<file path="config.mk">
export PLATFORM = sky130hd
export DESIGN_NAME = seconds_to_calendar_date_flat
export DESIGN_NICKNAME = d
export VERILOG_FILES = /design/src/sv/sctd_pkg.sv /design/src/sv/sctd_if.sv /design/src/sv/sctd_day_div.sv /design/src/sv/sctd_civil.sv /design/src/sv/seconds_to_calendar_date.sv /design/src/flat_wrapper.sv
export SDC_FILE = /design/constraint.sdc
export NUM_CORES = 2
export LEC_CHECK = 0
export ABC_AREA = 1
export BUFFER_PORTS_ARGS = -buffer_cell sky130_fd_sc_hd__buf_2
export CORE_ASPECT_RATIO = 1.4
export CORE_MARGIN = 2
export CORE_UTILIZATION = 48
export DETAILED_ROUTE_END_ITERATION = 8
export PLACE_DENSITY = 0.7
export SYNTH_ARGS = -nofsm -noshare
export SYNTH_HDL_FRONTEND = slang
export SYNTH_SLANG_ARGS = --single-unit
</file>
<file path="constraint.sdc">
create_clock -name clk_i -period 20.8 [get_ports clk_i]
set_input_delay 6.24 -clock clk_i [delete_from_list [all_inputs] [get_ports clk_i]]
set_output_delay 6.24 -clock clk_i [all_outputs]
set_load 0.02 [all_outputs]
</file>
<file path="src/sv/sctd_pkg.sv">
// Shared widths, types and constants for the seconds-to-calendar-date converter.
package sctd_pkg;

  // Field widths
  localparam int EpochW = 32;
  localparam int YearW  = 12;
  localparam int MonthW = 4;
  localparam int DayW   = 5;
  localparam int HourW  = 5;
  localparam int MinW   = 6;
  localparam int SecW   = 6;
  localparam int WdayW  = 3;

  // Internal widths
  localparam int DaysW = 16;   // days since epoch, up to 49710
  localparam int HmsW  = 17;   // seconds within a day
  localparam int MpW   = 4;    // month counted from March, 0..11
  localparam int DoyW  = 9;    // day of March-based year, 0..365

  // Seconds to days: secs / 86400 = (secs >> 7) / 675, reciprocal floor(2^32 / 675)
  localparam logic [16:0] SecsPerDay = 17'd86400;
  localparam logic [22:0] DayRecip   = 23'd6362914;
  localparam logic [15:0] MaxDays    = 16'd49710;

  // Day-of-time splits
  localparam logic [11:0] SecsPerHour = 12'd3600;
  localparam logic [13:0] HourRecip   = 14'd9321;   // ceil(2^21 / 225)
  localparam logic [10:0] MinRecip    = 11'd1093;   // ceil(2^14 / 15)

  // Calendar counted from 0000-03-01
  localparam logic [19:0] ShiftTo0000  = 20'd719468;
  localparam logic [17:0] DaysPer400Y  = 18'd146097;
  localparam logic [19:0] Era4Start    = 20'd584388;   // 4 * 146097
  localparam logic [19:0] Era5Start    = 20'd730485;   // 5 * 146097
  localparam logic [15:0] Recip1460    = 16'd45965;    // ceil(2^24 / 365), applied to doe >> 2
  localparam logic [17:0] Recip365     = 18'd183860;   // ceil(2^26 / 365)
  localparam logic [11:0] MpRecip      = 12'd3427;     // ceil(2^19 / 153)
  localparam logic [11:0] BaseYear     = 12'd1600;

  // Payload between the day divider and the calendar pipeline
  typedef struct packed {
    logic [DaysW-1:0] days;
    logic [HmsW-1:0]  hms;
  } day_split_t;

  // First day of each March-based month: (153 * mp + 2) / 5
  function automatic logic [DoyW-1:0] month_start(input logic [MpW-1:0] mp);
    logic [DoyW-1:0] ofs;
    unique case (mp)
      4'd0:    ofs = 9'd0;
      4'd1:    ofs = 9'd31;
      4'd2:    ofs = 9'd61;
      4'd3:    ofs = 9'd92;
      4'd4:    ofs = 9'd122;
      4'd5:    ofs = 9'd153;
      4'd6:    ofs = 9'd184;
      4'd7:    ofs = 9'd214;
      4'd8:    ofs = 9'd245;
      4'd9:    ofs = 9'd275;
      4'd10:   ofs = 9'd306;
      4'd11:   ofs = 9'd337;
      default: ofs = 9'd0;
    endcase
    return ofs;
  endfunction

endpackage

</file>
<file path="src/sv/sctd_if.sv">
// Request and result channel interfaces of the converter.
interface sctd_in_if;
  import sctd_pkg::*;

  logic              valid;
  logic              ready;
  logic [EpochW-1:0] epoch_seconds;

  modport source (output valid, output epoch_seconds, input ready);
  modport sink   (input valid, input epoch_seconds, output ready);
endinterface

interface sctd_out_if;
  import sctd_pkg::*;

  logic             valid;
  logic             ready;
  logic [YearW-1:0]  year;
  logic [MonthW-1:0] month;
  logic [DayW-1:0]   day_of_month;
  logic [HourW-1:0]  hour;
  logic [MinW-1:0]   minute;
  logic [SecW-1:0]   second;
  logic [WdayW-1:0]  weekday;

  modport source (output valid, output year, output month, output day_of_month,
                  output hour, output minute, output second, output weekday,
                  input ready);
  modport sink   (input valid, input year, input month, input day_of_month,
                  input hour, input minute, input second, input weekday,
                  output ready);
endinterface

</file>
<file path="src/sv/sctd_day_div.sv">
// Three-stage divider: seconds since epoch into whole days and seconds of day.
module sctd_day_div (
  input  logic                clk_i,
  input  logic                rst_ni,
  sctd_in_if.sink             req_i,
  output logic                day_vld_o,
  input  logic                day_rdy_i,
  output sctd_pkg::day_split_t day_o
);
  import sctd_pkg::*;

  localparam int NumStg = 3;
  localparam logic [17:0] TwoDays = 18'(2 * 86400);

  logic [NumStg-1:0] vld_q;
  logic [NumStg:0]   adv;

  logic [47:0]       s1_prod;
  logic [DaysW-1:0]  s1_days_d, s1_days_q;
  logic [EpochW-1:0] s1_secs_q;
  logic [32:0]       s2_sub;
  logic [17:0]       s2_rem_d, s2_rem_q;
  logic [DaysW-1:0]  s2_days_q;
  logic [DaysW-1:0]  days_d, days_q;
  logic [HmsW-1:0]   hms_d, hms_q;

  // Stage advance: a stage loads when empty or when its contents move on
  always_comb begin
    adv[NumStg] = day_rdy_i;
    for (int i = NumStg - 1; i >= 0; i--) begin
      adv[i] = !vld_q[i] || adv[i+1];
    end
  end

  always_ff @(posedge clk_i or negedge rst_ni) begin
    if (!rst_ni) begin
      vld_q <= '0;
    end else begin
      if (adv[0]) vld_q[0] <= req_i.valid;
      for (int i = 1; i < NumStg; i++) begin
        if (adv[i]) vld_q[i] <= vld_q[i-1];
      end
    end
  end

  // Stage 1: day estimate by reciprocal, low by at most one
  assign s1_prod   = 48'(req_i.epoch_seconds[31:7]) * 48'(DayRecip);
  assign s1_days_d = s1_prod[47:32];

  // Stage 2: remainder against the estimate, below two days
  assign s2_sub   = {1'b0, s1_secs_q} - 33'(s1_days_q) * 33'(SecsPerDay);
  assign s2_rem_d = s2_sub[17:0];

  // Stage 3: one correction step
  always_comb begin
    if (s2_rem_q >= 18'(SecsPerDay)) begin
      days_d = s2_days_q + 16'd1;
      hms_d  = 17'(s2_rem_q - 18'(SecsPerDay));
    end else begin
      days_d = s2_days_q;
      hms_d  = s2_rem_q[HmsW-1:0];
    end
  end

  always_ff @(posedge clk_i) begin
    if (adv[0]) begin
      s1_secs_q <= req_i.epoch_seconds;
      s1_days_q <= s1_days_d;
    end
    if (adv[1]) begin
      s2_days_q <= s1_days_q;
      s2_rem_q  <= s2_rem_d;
    end
    if (adv[2]) begin
      days_q <= days_d;
      hms_q  <= hms_d;
    end
  end

  assign req_i.ready = adv[0];
  assign day_vld_o   = vld_q[NumStg-1];
  assign day_o.days  = days_q;
  assign day_o.hms   = hms_q;

  // Estimate never falls more than one day short
  assert property (@(posedge clk_i) disable iff (!rst_ni) vld_q[1] |-> s2_rem_q < TwoDays)
    else $error("day estimate off by more than one");

  // Corrected result is a proper split
  assert property (@(posedge clk_i) disable iff (!rst_ni)
                   vld_q[2] |-> (hms_q < SecsPerDay) && (days_q <= MaxDays))
    else $error("day split out of range");

  // A held result does not change under stall
  assert property (@(posedge clk_i) disable iff (!rst_ni)
                   vld_q[2] && !day_rdy_i |=> vld_q[2] && $stable(days_q) && $stable(hms_q))
    else $error("stalled day split changed");

endmodule

</file>
<file path="src/sv/sctd_civil.sv">
// Six-stage calendar pipeline: day count and seconds of day into date, time and weekday.
module sctd_civil (
  input  logic                 clk_i,
  input  logic                 rst_ni,
  input  logic                 day_vld_i,
  output logic                 day_rdy_o,
  input  sctd_pkg::day_split_t day_i,
  sctd_out_if.source           res_o
);
  import sctd_pkg::*;

  localparam int NumStg = 6;

  // Remainder mod 7 by folding octal digits (8 = 1 mod 7)
  function automatic logic [WdayW-1:0] mod7(input logic [DaysW-1:0] v);
    logic [5:0] s1;
    logic [3:0] s2;
    s1 = 6'(v[2:0]) + 6'(v[5:3]) + 6'(v[8:6]) + 6'(v[11:9]) + 6'(v[14:12]) + 6'(v[15]);
    s2 = 4'(s1[2:0]) + 4'(s1[5:3]);
    if (s2 >= 4'd7) return 3'(s2 - 4'd7);
    return s2[2:0];
  endfunction

  logic [NumStg-1:0] vld_q;
  logic [NumStg:0]   adv;

  // Stage A
  logic [19:0]       a_z;
  logic              a_era5_d, a_era5_q;
  logic [17:0]       a_doe_d, a_doe_q;
  logic [WdayW-1:0]  a_wday_d, a_wday_q;
  logic [26:0]       a_hprod;
  logic [HourW-1:0]  a_hour_d, a_hour_q;
  logic [HmsW-1:0]   a_hms_q;
  // Stage B
  logic [31:0]       b_prod;
  logic [6:0]        b_q1460;
  logic [2:0]        b_q36524;
  logic              b_last;
  logic [17:0]       b_t_d, b_t_q;
  logic [16:0]       b_hsecs;
  logic [11:0]       b_remh_d, b_remh_q;
  logic [17:0]       b_doe_q;
  logic              b_era5_q;
  logic [WdayW-1:0]  b_wday_q;
  logic [HourW-1:0]  b_hour_q;
  // Stage C
  logic [35:0]       c_prod;
  logic [8:0]        c_yoe_d, c_yoe_q;
  logic [20:0]       c_mprod;
  logic [MinW-1:0]   c_min_d, c_min_q;
  logic [11:0]       c_remh_q;
  logic [17:0]       c_doe_q;
  logic              c_era5_q;
  logic [WdayW-1:0]  c_wday_q;
  logic [HourW-1:0]  c_hour_q;
  // Stage D
  logic [1:0]        d_cent;
  logic [17:0]       d_ybase;
  logic [17:0]       d_doy_full;
  logic [DoyW-1:0]   d_doy_d, d_doy_q;
  logic [11:0]       d_sfull;
  logic [SecW-1:0]   d_sec_d, d_sec_q;
  logic [8:0]        d_yoe_q;
  logic              d_era5_q;
  logic [WdayW-1:0]  d_wday_q;
  logic [HourW-1:0]  d_hour_q;
  logic [MinW-1:0]   d_min_q;
  // Stage E
  logic [10:0]       e_n;
  logic [22:0]       e_prod;
  logic [MpW-1:0]    e_mp_d, e_mp_q;
  logic [DoyW-1:0]   e_doy_q;
  logic [8:0]        e_yoe_q;
  logic              e_era5_q;
  logic [WdayW-1:0]  e_wday_q;
  logic [HourW-1:0]  e_hour_q;
  logic [MinW-1:0]   e_min_q;
  logic [SecW-1:0]   e_sec_q;
  // Stage F (result register)
  logic [DoyW-1:0]   f_dfull;
  logic [MonthW-1:0] f_mon_d, f_mon_q;
  logic [DayW-1:0]   f_day_d, f_day_q;
  logic [YearW-1:0]  f_year_d, f_year_q;
  logic [WdayW-1:0]  f_wday_q;
  logic [HourW-1:0]  f_hour_q;
  logic [MinW-1:0]   f_min_q;
  logic [SecW-1:0]   f_sec_q;

  // Stage advance chain
  always_comb begin
    adv[NumStg] = res_o.ready;
    for (int i = NumStg - 1; i >= 0; i--) begin
      adv[i] = !vld_q[i] || adv[i+1];
    end
  end

  always_ff @(posedge clk_i or negedge rst_ni) begin
    if (!rst_ni) begin
      vld_q <= '0;
    end else begin
      if (adv[0]) vld_q[0] <= day_vld_i;
      for (int i = 1; i < NumStg; i++) begin
        if (adv[i]) vld_q[i] <= vld_q[i-1];
      end
    end
  end

  // Stage A: shift to 0000-03-01, pick the 400-year era, weekday, hour
  assign a_z      = 20'(day_i.days) + ShiftTo0000;
  assign a_era5_d = (a_z >= Era5Start);
  assign a_doe_d  = 18'(a_z - (a_era5_d ? Era5Start : Era4Start));
  assign a_wday_d = mod7(day_i.days + 16'd4);
  assign a_hprod  = 27'(day_i.hms[16:4]) * 27'(HourRecip);
  assign a_hour_d = a_hprod[25:21];

  // Stage B: leap-day corrections of the day of era; seconds within the hour
  assign b_prod   = 32'(a_doe_q[17:2]) * 32'(Recip1460);
  assign b_q1460  = b_prod[30:24];
  assign b_q36524 = 3'(a_doe_q >= 18'd36524) + 3'(a_doe_q >= 18'd73048) +
                    3'(a_doe_q >= 18'd109572) + 3'(a_doe_q >= 18'd146096);
  assign b_last   = (a_doe_q == 18'd146096);
  assign b_t_d    = a_doe_q - 18'(b_q1460) + 18'(b_q36524) - 18'(b_last);
  assign b_hsecs  = 17'(a_hour_q) * 17'(SecsPerHour);
  assign b_remh_d = 12'(a_hms_q - b_hsecs);

  // Stage C: year of era; minute
  assign c_prod  = 36'(b_t_q) * 36'(Recip365);
  assign c_yoe_d = c_prod[34:26];
  assign c_mprod = 21'(b_remh_q[11:2]) * 21'(MinRecip);
  assign c_min_d = c_mprod[19:14];

  // Stage D: day of March-based year; second
  assign d_cent     = 2'(c_yoe_q >= 9'd100) + 2'(c_yoe_q >= 9'd200) + 2'(c_yoe_q >= 9'd300);
  assign d_ybase    = 18'(c_yoe_q) * 18'd365 + 18'(c_yoe_q[8:2]) - 18'(d_cent);
  assign d_doy_full = c_doe_q - d_ybase;
  assign d_doy_d    = d_doy_full[DoyW-1:0];
  assign d_sfull    = c_remh_q - 12'(c_min_q) * 12'd60;
  assign d_sec_d    = d_sfull[SecW-1:0];

  // Stage E: March-based month
  assign e_n    = 11'(d_doy_q) * 11'd5 + 11'd2;
  assign e_prod = 23'(e_n) * 23'(MpRecip);
  assign e_mp_d = e_prod[22:19];

  // Stage F: day of month, calendar month, year
  assign f_dfull  = e_doy_q - month_start(e_mp_q) + 9'd1;
  assign f_day_d  = f_dfull[DayW-1:0];
  assign f_mon_d  = (e_mp_q < 4'd10) ? e_mp_q + 4'd3 : e_mp_q - 4'd9;
  assign f_year_d = BaseYear + (e_era5_q ? 12'd400 : 12'd0) + 12'(e_yoe_q) +
                    12'(f_mon_d <= 4'd2);

  always_ff @(posedge clk_i) begin
    if (adv[0]) begin
      a_era5_q <= a_era5_d;
      a_doe_q  <= a_doe_d;
      a_wday_q <= a_wday_d;
      a_hour_q <= a_hour_d;
      a_hms_q  <= day_i.hms;
    end
    if (adv[1]) begin
      b_t_q    <= b_t_d;
      b_remh_q <= b_remh_d;
      b_doe_q  <= a_doe_q;
      b_era5_q <= a_era5_q;
      b_wday_q <= a_wday_q;
      b_hour_q <= a_hour_q;
    end
    if (adv[2]) begin
      c_yoe_q  <= c_yoe_d;
      c_min_q  <= c_min_d;
      c_remh_q <= b_remh_q;
      c_doe_q  <= b_doe_q;
      c_era5_q <= b_era5_q;
      c_wday_q <= b_wday_q;
      c_hour_q <= b_hour_q;
    end
    if (adv[3]) begin
      d_doy_q  <= d_doy_d;
      d_sec_q  <= d_sec_d;
      d_yoe_q  <= c_yoe_q;
      d_era5_q <= c_era5_q;
      d_wday_q <= c_wday_q;
      d_hour_q <= c_hour_q;
      d_min_q  <= c_min_q;
    end
    if (adv[4]) begin
      e_mp_q   <= e_mp_d;
      e_doy_q  <= d_doy_q;
      e_yoe_q  <= d_yoe_q;
      e_era5_q <= d_era5_q;
      e_wday_q <= d_wday_q;
      e_hour_q <= d_hour_q;
      e_min_q  <= d_min_q;
      e_sec_q  <= d_sec_q;
    end
    if (adv[5]) begin
      f_year_q <= f_year_d;
      f_mon_q  <= f_mon_d;
      f_day_q  <= f_day_d;
      f_wday_q <= e_wday_q;
      f_hour_q <= e_hour_q;
      f_min_q  <= e_min_q;
      f_sec_q  <= e_sec_q;
    end
  end

  assign day_rdy_o          = adv[0];
  assign res_o.valid        = vld_q[NumStg-1];
  assign res_o.year         = f_year_q;
  assign res_o.month        = f_mon_q;
  assign res_o.day_of_month = f_day_q;
  assign res_o.hour         = f_hour_q;
  assign res_o.minute       = f_min_q;
  assign res_o.second       = f_sec_q;
  assign res_o.weekday      = f_wday_q;

  // Era selection leaves a day of era inside one 400-year cycle
  assert property (@(posedge clk_i) disable iff (!rst_ni) vld_q[0] |-> a_doe_q < DaysPer400Y)
    else $error("day of era out of range");

  // Year of era and minute from the reciprocal steps stay in range
  assert property (@(posedge clk_i) disable iff (!rst_ni)
                   vld_q[2] |-> (c_yoe_q <= 9'd399) && (c_min_q < 6'd60))
    else $error("year of era or minute out of range");

  // March-based month and day of year agree
  assert property (@(posedge clk_i) disable iff (!rst_ni)
                   vld_q[4] |-> (e_mp_q <= 4'd11) && (e_doy_q >= month_start(e_mp_q)))
    else $error("month index out of range");

  // A result waiting at the output holds its date
  assert property (@(posedge clk_i) disable iff (!rst_ni)
                   res_o.valid && !res_o.ready |=> $stable(f_year_q) && $stable(f_day_q))
    else $error("stalled result changed");

endmodule

</file>
<file path="src/sv/seconds_to_calendar_date.sv">
// Top level: epoch seconds to Gregorian date, time of day and weekday.
//
//   channel  port   dir  fields
//   -------  -----  ---  --------------------------------------------------------
//   request  req_i  in   epoch_seconds[31:0]
//   result   res_o  out  year, month, day_of_month, hour, minute, second, weekday
//
// One request per cycle sustained while res_o accepts results; a result passes
// through 9 register stages: 3 of day division, 6 of calendar math.
// The depth comes from the chain of constant divisions, each done as a reciprocal multiply.
// Reset clears only the stage valid bits; there is no clearing pass.
// A stall at res_o holds full stages up to the first empty one, which keeps filling;
// no request is lost or repeated and ready drops only when the pipe is full.
module seconds_to_calendar_date (
  input  logic        clk_i,
  input  logic        rst_ni,
  sctd_in_if.sink     req_i,
  sctd_out_if.source  res_o
);
  import sctd_pkg::*;

  logic       day_vld;
  logic       day_rdy;
  day_split_t day_split;

  // Seconds into days and seconds of day
  sctd_day_div u_day_div (
    .clk_i     (clk_i),
    .rst_ni    (rst_ni),
    .req_i     (req_i),
    .day_vld_o (day_vld),
    .day_rdy_i (day_rdy),
    .day_o     (day_split)
  );

  // Days into date and weekday, seconds of day into time
  sctd_civil u_civil (
    .clk_i     (clk_i),
    .rst_ni    (rst_ni),
    .day_vld_i (day_vld),
    .day_rdy_o (day_rdy),
    .day_i     (day_split),
    .res_o     (res_o)
  );

endmodule
</file>
<file path="src/flat_wrapper.sv">
// flat-port wrapper written by rule: the top's interface ports become plain ports
module seconds_to_calendar_date_flat import sctd_pkg::*;
  (clk_i, rst_ni, req_i_valid, req_i_epoch_seconds, req_i_ready, res_o_valid, res_o_year, res_o_month, res_o_day_of_month, res_o_hour, res_o_minute, res_o_second, res_o_weekday, res_o_ready);
  sctd_in_if req_i_i ();
  sctd_out_if res_o_i ();
  input  logic clk_i;
  input  logic rst_ni;
  input wire logic [$bits(req_i_i.valid)-1:0] req_i_valid;
  input wire logic [$bits(req_i_i.epoch_seconds)-1:0] req_i_epoch_seconds;
  output wire logic [$bits(req_i_i.ready)-1:0] req_i_ready;
  output wire logic [$bits(res_o_i.valid)-1:0] res_o_valid;
  output wire logic [$bits(res_o_i.year)-1:0] res_o_year;
  output wire logic [$bits(res_o_i.month)-1:0] res_o_month;
  output wire logic [$bits(res_o_i.day_of_month)-1:0] res_o_day_of_month;
  output wire logic [$bits(res_o_i.hour)-1:0] res_o_hour;
  output wire logic [$bits(res_o_i.minute)-1:0] res_o_minute;
  output wire logic [$bits(res_o_i.second)-1:0] res_o_second;
  output wire logic [$bits(res_o_i.weekday)-1:0] res_o_weekday;
  input wire logic [$bits(res_o_i.ready)-1:0] res_o_ready;
  assign req_i_i.valid = req_i_valid;
  assign req_i_i.epoch_seconds = req_i_epoch_seconds;
  assign req_i_ready = req_i_i.ready;
  assign res_o_valid = res_o_i.valid;
  assign res_o_year = res_o_i.year;
  assign res_o_month = res_o_i.month;
  assign res_o_day_of_month = res_o_i.day_of_month;
  assign res_o_hour = res_o_i.hour;
  assign res_o_minute = res_o_i.minute;
  assign res_o_second = res_o_i.second;
  assign res_o_weekday = res_o_i.weekday;
  assign res_o_i.ready = res_o_ready;
  seconds_to_calendar_date u_core (.clk_i(clk_i), .rst_ni(rst_ni), .req_i(req_i_i), .res_o(res_o_i));
endmodule
</file>
==> flow_summary.json <==
{
  "startpoint_type": "input port",
  "avgSynthCellArea_um2": 9.92,
  "via_per_inst": 5.12,
  "arrival_ns": 10.46,
  "clkSlewWorstSetupHoldPaths_ns": 0.05,
  "initial_core_util_pct": 48.4,
  "min_period_ns": 16.70,
  "nets": 6001,
  "grt_pass1_wl_um": 153000,
  "path_class": "in2out",
  "wl_um": 92100,
  "die_h_um": 363,
  "final_common_cell": "inv_1",
  "highest_layer": "met5",
  "grt_antenna_before_repair": 3,
  "synth_cell_types": 54,
  "yosys-top-cells-area": "ha_1 (27%), edfxtp_1 (24%), fa_1 (20%)",
  "core_area_um2": 91100,
  "grt_use_total_pct": 20.3,
  "cts-root-buf": "clkbuf_16",
  "synth_area_um2": 44100,
  "syn_nets": 5883,
  "grt_pass1_vias": 31800,
  "yosys_warnings": 0,
  "hold_path_class": "reg2reg",
  "num_rows": 131,
  "routed-wl-met2_um": 51500,
  "wl_per_cell_um": 15.9,
  "gp_congestion": 0.948,
  "first_pass_iters": 5,
  "synth_top_area_share_pct": 27.1,
  "cts-resized-gates": 0,
  "syn-instance-count": 4442,
  "hold_viol": 0,
  "drive_gt1_share_pct": 4.36,
  "critPathMaxFanout": 50,
  "synth_area_leader_cell": "ha_1",
  "fin_tns_setup_ns": 0,
  "hpwl_um": 80100,
  "cts_tree": "built",
  "setup_viol": 0,
  "ant_nets": 0,
  "ys_seq_area_share_pct": 24.3,
  "mostFrequentLayoutCells": "inv_1 (1038), ha_1 (954), nand2_1 (523)",
  "numCtsBuffers": 36,
  "cts.sinks": 360,
  "fmax_ghz": 0.0599,
  "route.met3.wl_um": 2100,
  "ctsHoldBuffers": 0,
  "slew_viol_final": 0,
  "drv_cap": 0,
  "clk_path_buf_depth": 3,
  "status": "finished clean",
  "cp_data_required_time_ns": 14.56,
  "die_x_um": 260,
  "rsz0062_at_grt": "false",
  "drcViolationCount": 0,
  "period_share_pct": 80.3,
  "cts_htree_levels": 2,
  "cts_setup_buffers": 0,
  "portBuffers": 78,
  "grt_overflow": 0,
  "die-area_um2": 94300,
  "synth_edf_count": 346,
  "skew_ns": 0.0284,
  "drt-initial-drc-count": 1284,
  "synth-main-ff-cell": "edfxtp_1",
  "insertion_delay_ns": 0.57,
  "io_pins": 79,
  "async_flop_share_pct": 2.50,
  "grt_start_max_net_pins": 51,
  "wl_met1_um": 34000,
  "worst_pin_slew_ns": 0.890,
  "critPathCaptureType": "output pin",
  "synth_seq_cells": 360,
  "routed-via-count": 29600,
  "relSlewSlack_pct": 40.6,
  "syn_to_final_growth_pct": 6.97
}
==> cell families after synthesis <==
kind of cell	synth area share [%]
adder cells (fa/ha/maj)	47.6
buffers and inverters	8.99
AND/OR/NAND/NOR	9.96
AO/OA/AOI/OAI	5.47
flip-flops	24.3
XOR/XNOR	3.68
multiplexers	0.0255
==> flip-flops by register name, summed over array words and instances (netlist names), 12 cells and up, named ones only <==
register,flops
u_core.u_civil.a_doe_q,18
u_core.u_civil.a_hms_q,12
u_core.u_civil.b_remh_q,12
u_core.u_civil.b_t_q,18
u_core.u_civil.res_o.year,12
u_core.u_day_div.days_q,16
u_core.u_day_div.hms_q,17
u_core.u_day_div.s1_days_q,16
u_core.u_day_div.s1_secs_q,18
u_core.u_day_div.s2_days_q,16
u_core.u_day_div.s2_rem_q,18
==> path summary, 6_finish.rpt <==
check	startpoint	endpoint	slack, ns	cells after the start
worst max-delay path	res_o_ready	req_i_ready	4.10	16
worst min-delay path	u_core.u_civil.b_doe_q[3]$_DFFE_PP_	u_core.u_civil.c_doe_q[3]$_DFFE_PP_	0.42	0
worst max register to register	u_core.u_civil.a_doe_q[8]$_DFFE_PP_	u_core.u_civil.b_t_q[16]$_DFFE_PP_	12.01	30
worst min register to register	u_core.u_civil.b_doe_q[3]$_DFFE_PP_	u_core.u_civil.c_doe_q[3]$_DFFE_PP_	0.42	0
max in group asynchronous	rst_ni	u_core.u_civil.vld_q[2]$_DFFE_PN0P_	15.01	1
min in group asynchronous	rst_ni	u_core.u_civil.vld_q[0]$_DFFE_PN0P_	5.55	1
==> Yosys cell counts, types with 2 or more instances <==
cell and number:
inv_2 6, nand2_1 523, o21bai_1 18, inv_1 1038, o21ai_1 2, xor2_1 119, nand3_2 4, buf_2 3
a31oi_1 20, o2111ai_1 4, ha_1 954, a21boi_0 5, nor2_2 6, buf_4 2, nand4_1 42, nand2b_1 2
nor4_1 9, nand2_2 17, or2_2 9, and3_1 2, dfrtp_1 9, o31ai_1 4, dfxtp_1 5, edfxtp_1 346
o21ai_0 126, a211oi_1 8, and2_1 2, o211ai_1 7, a21oi_1 208, nor2_4 7, a21o_1 17, nor2_1 205
fa_1 451, xnor2_1 66, nand3b_1 8, nand3_1 130, o21a_1 7, nand2_4 4, nor3_1 32
==> layer usage <==
metal,up-vias,track usage [%]
met5,-,0
met4,4,9.12
met3,219,1.79
met2,499,40.6
met1,14300,20.9
li1,14600,-
==> critical path, stage by stage <==
cell and delay, ns:
buf_2 0.07, nor2_1 0.05, inv_2 0.65, nor2_8 0.08
inv_4 0.43, nor2_2 0.08, inv_2 0.63, nor2_4 0.06
nand2_2 0.08, buf_4 0.54, nor2_4 0.07, nand2_2 0.61
nor2_4 0.06, nand2_1 0.08, buf_4 0.38, buf_2 0.27
==> through the flow <==
stage                     setup WS, ns  instances  util [%]  instance area (um^2)  hold slack, ns
after floorplan                   4.57       4442         -                 44100           0.400
after CTS                         4.02       5784      51.7                 47100           0.415
after global routing              3.59       5784      51.7                 47100           0.420
after detailed placement          4.04       5719      50.5                 46000           0.405
final                             4.10       5785      51.7                 47100           0.415
after global placement            4.13       5719      50.5                 46000           0.401
==> layout make-up <==
type / instances / area, um^2
Clock inverter: 21 / 209
Inverter: 1046 / 3930
Tap cell: 1197 / 1500
Antenna cell: 1 / 2.50
Sequential cell: 360 / 10700
Multi-Input combinational cell: 3031 / 29400
Fill cell: 8206 / 44000
Clock buffer: 44 / 951
Timing Repair Buffer: 85 / 443
Power is left out: the tool's default activity adds up to more than one toggle a clock period on the data nets, which glitch-free logic cannot reach.
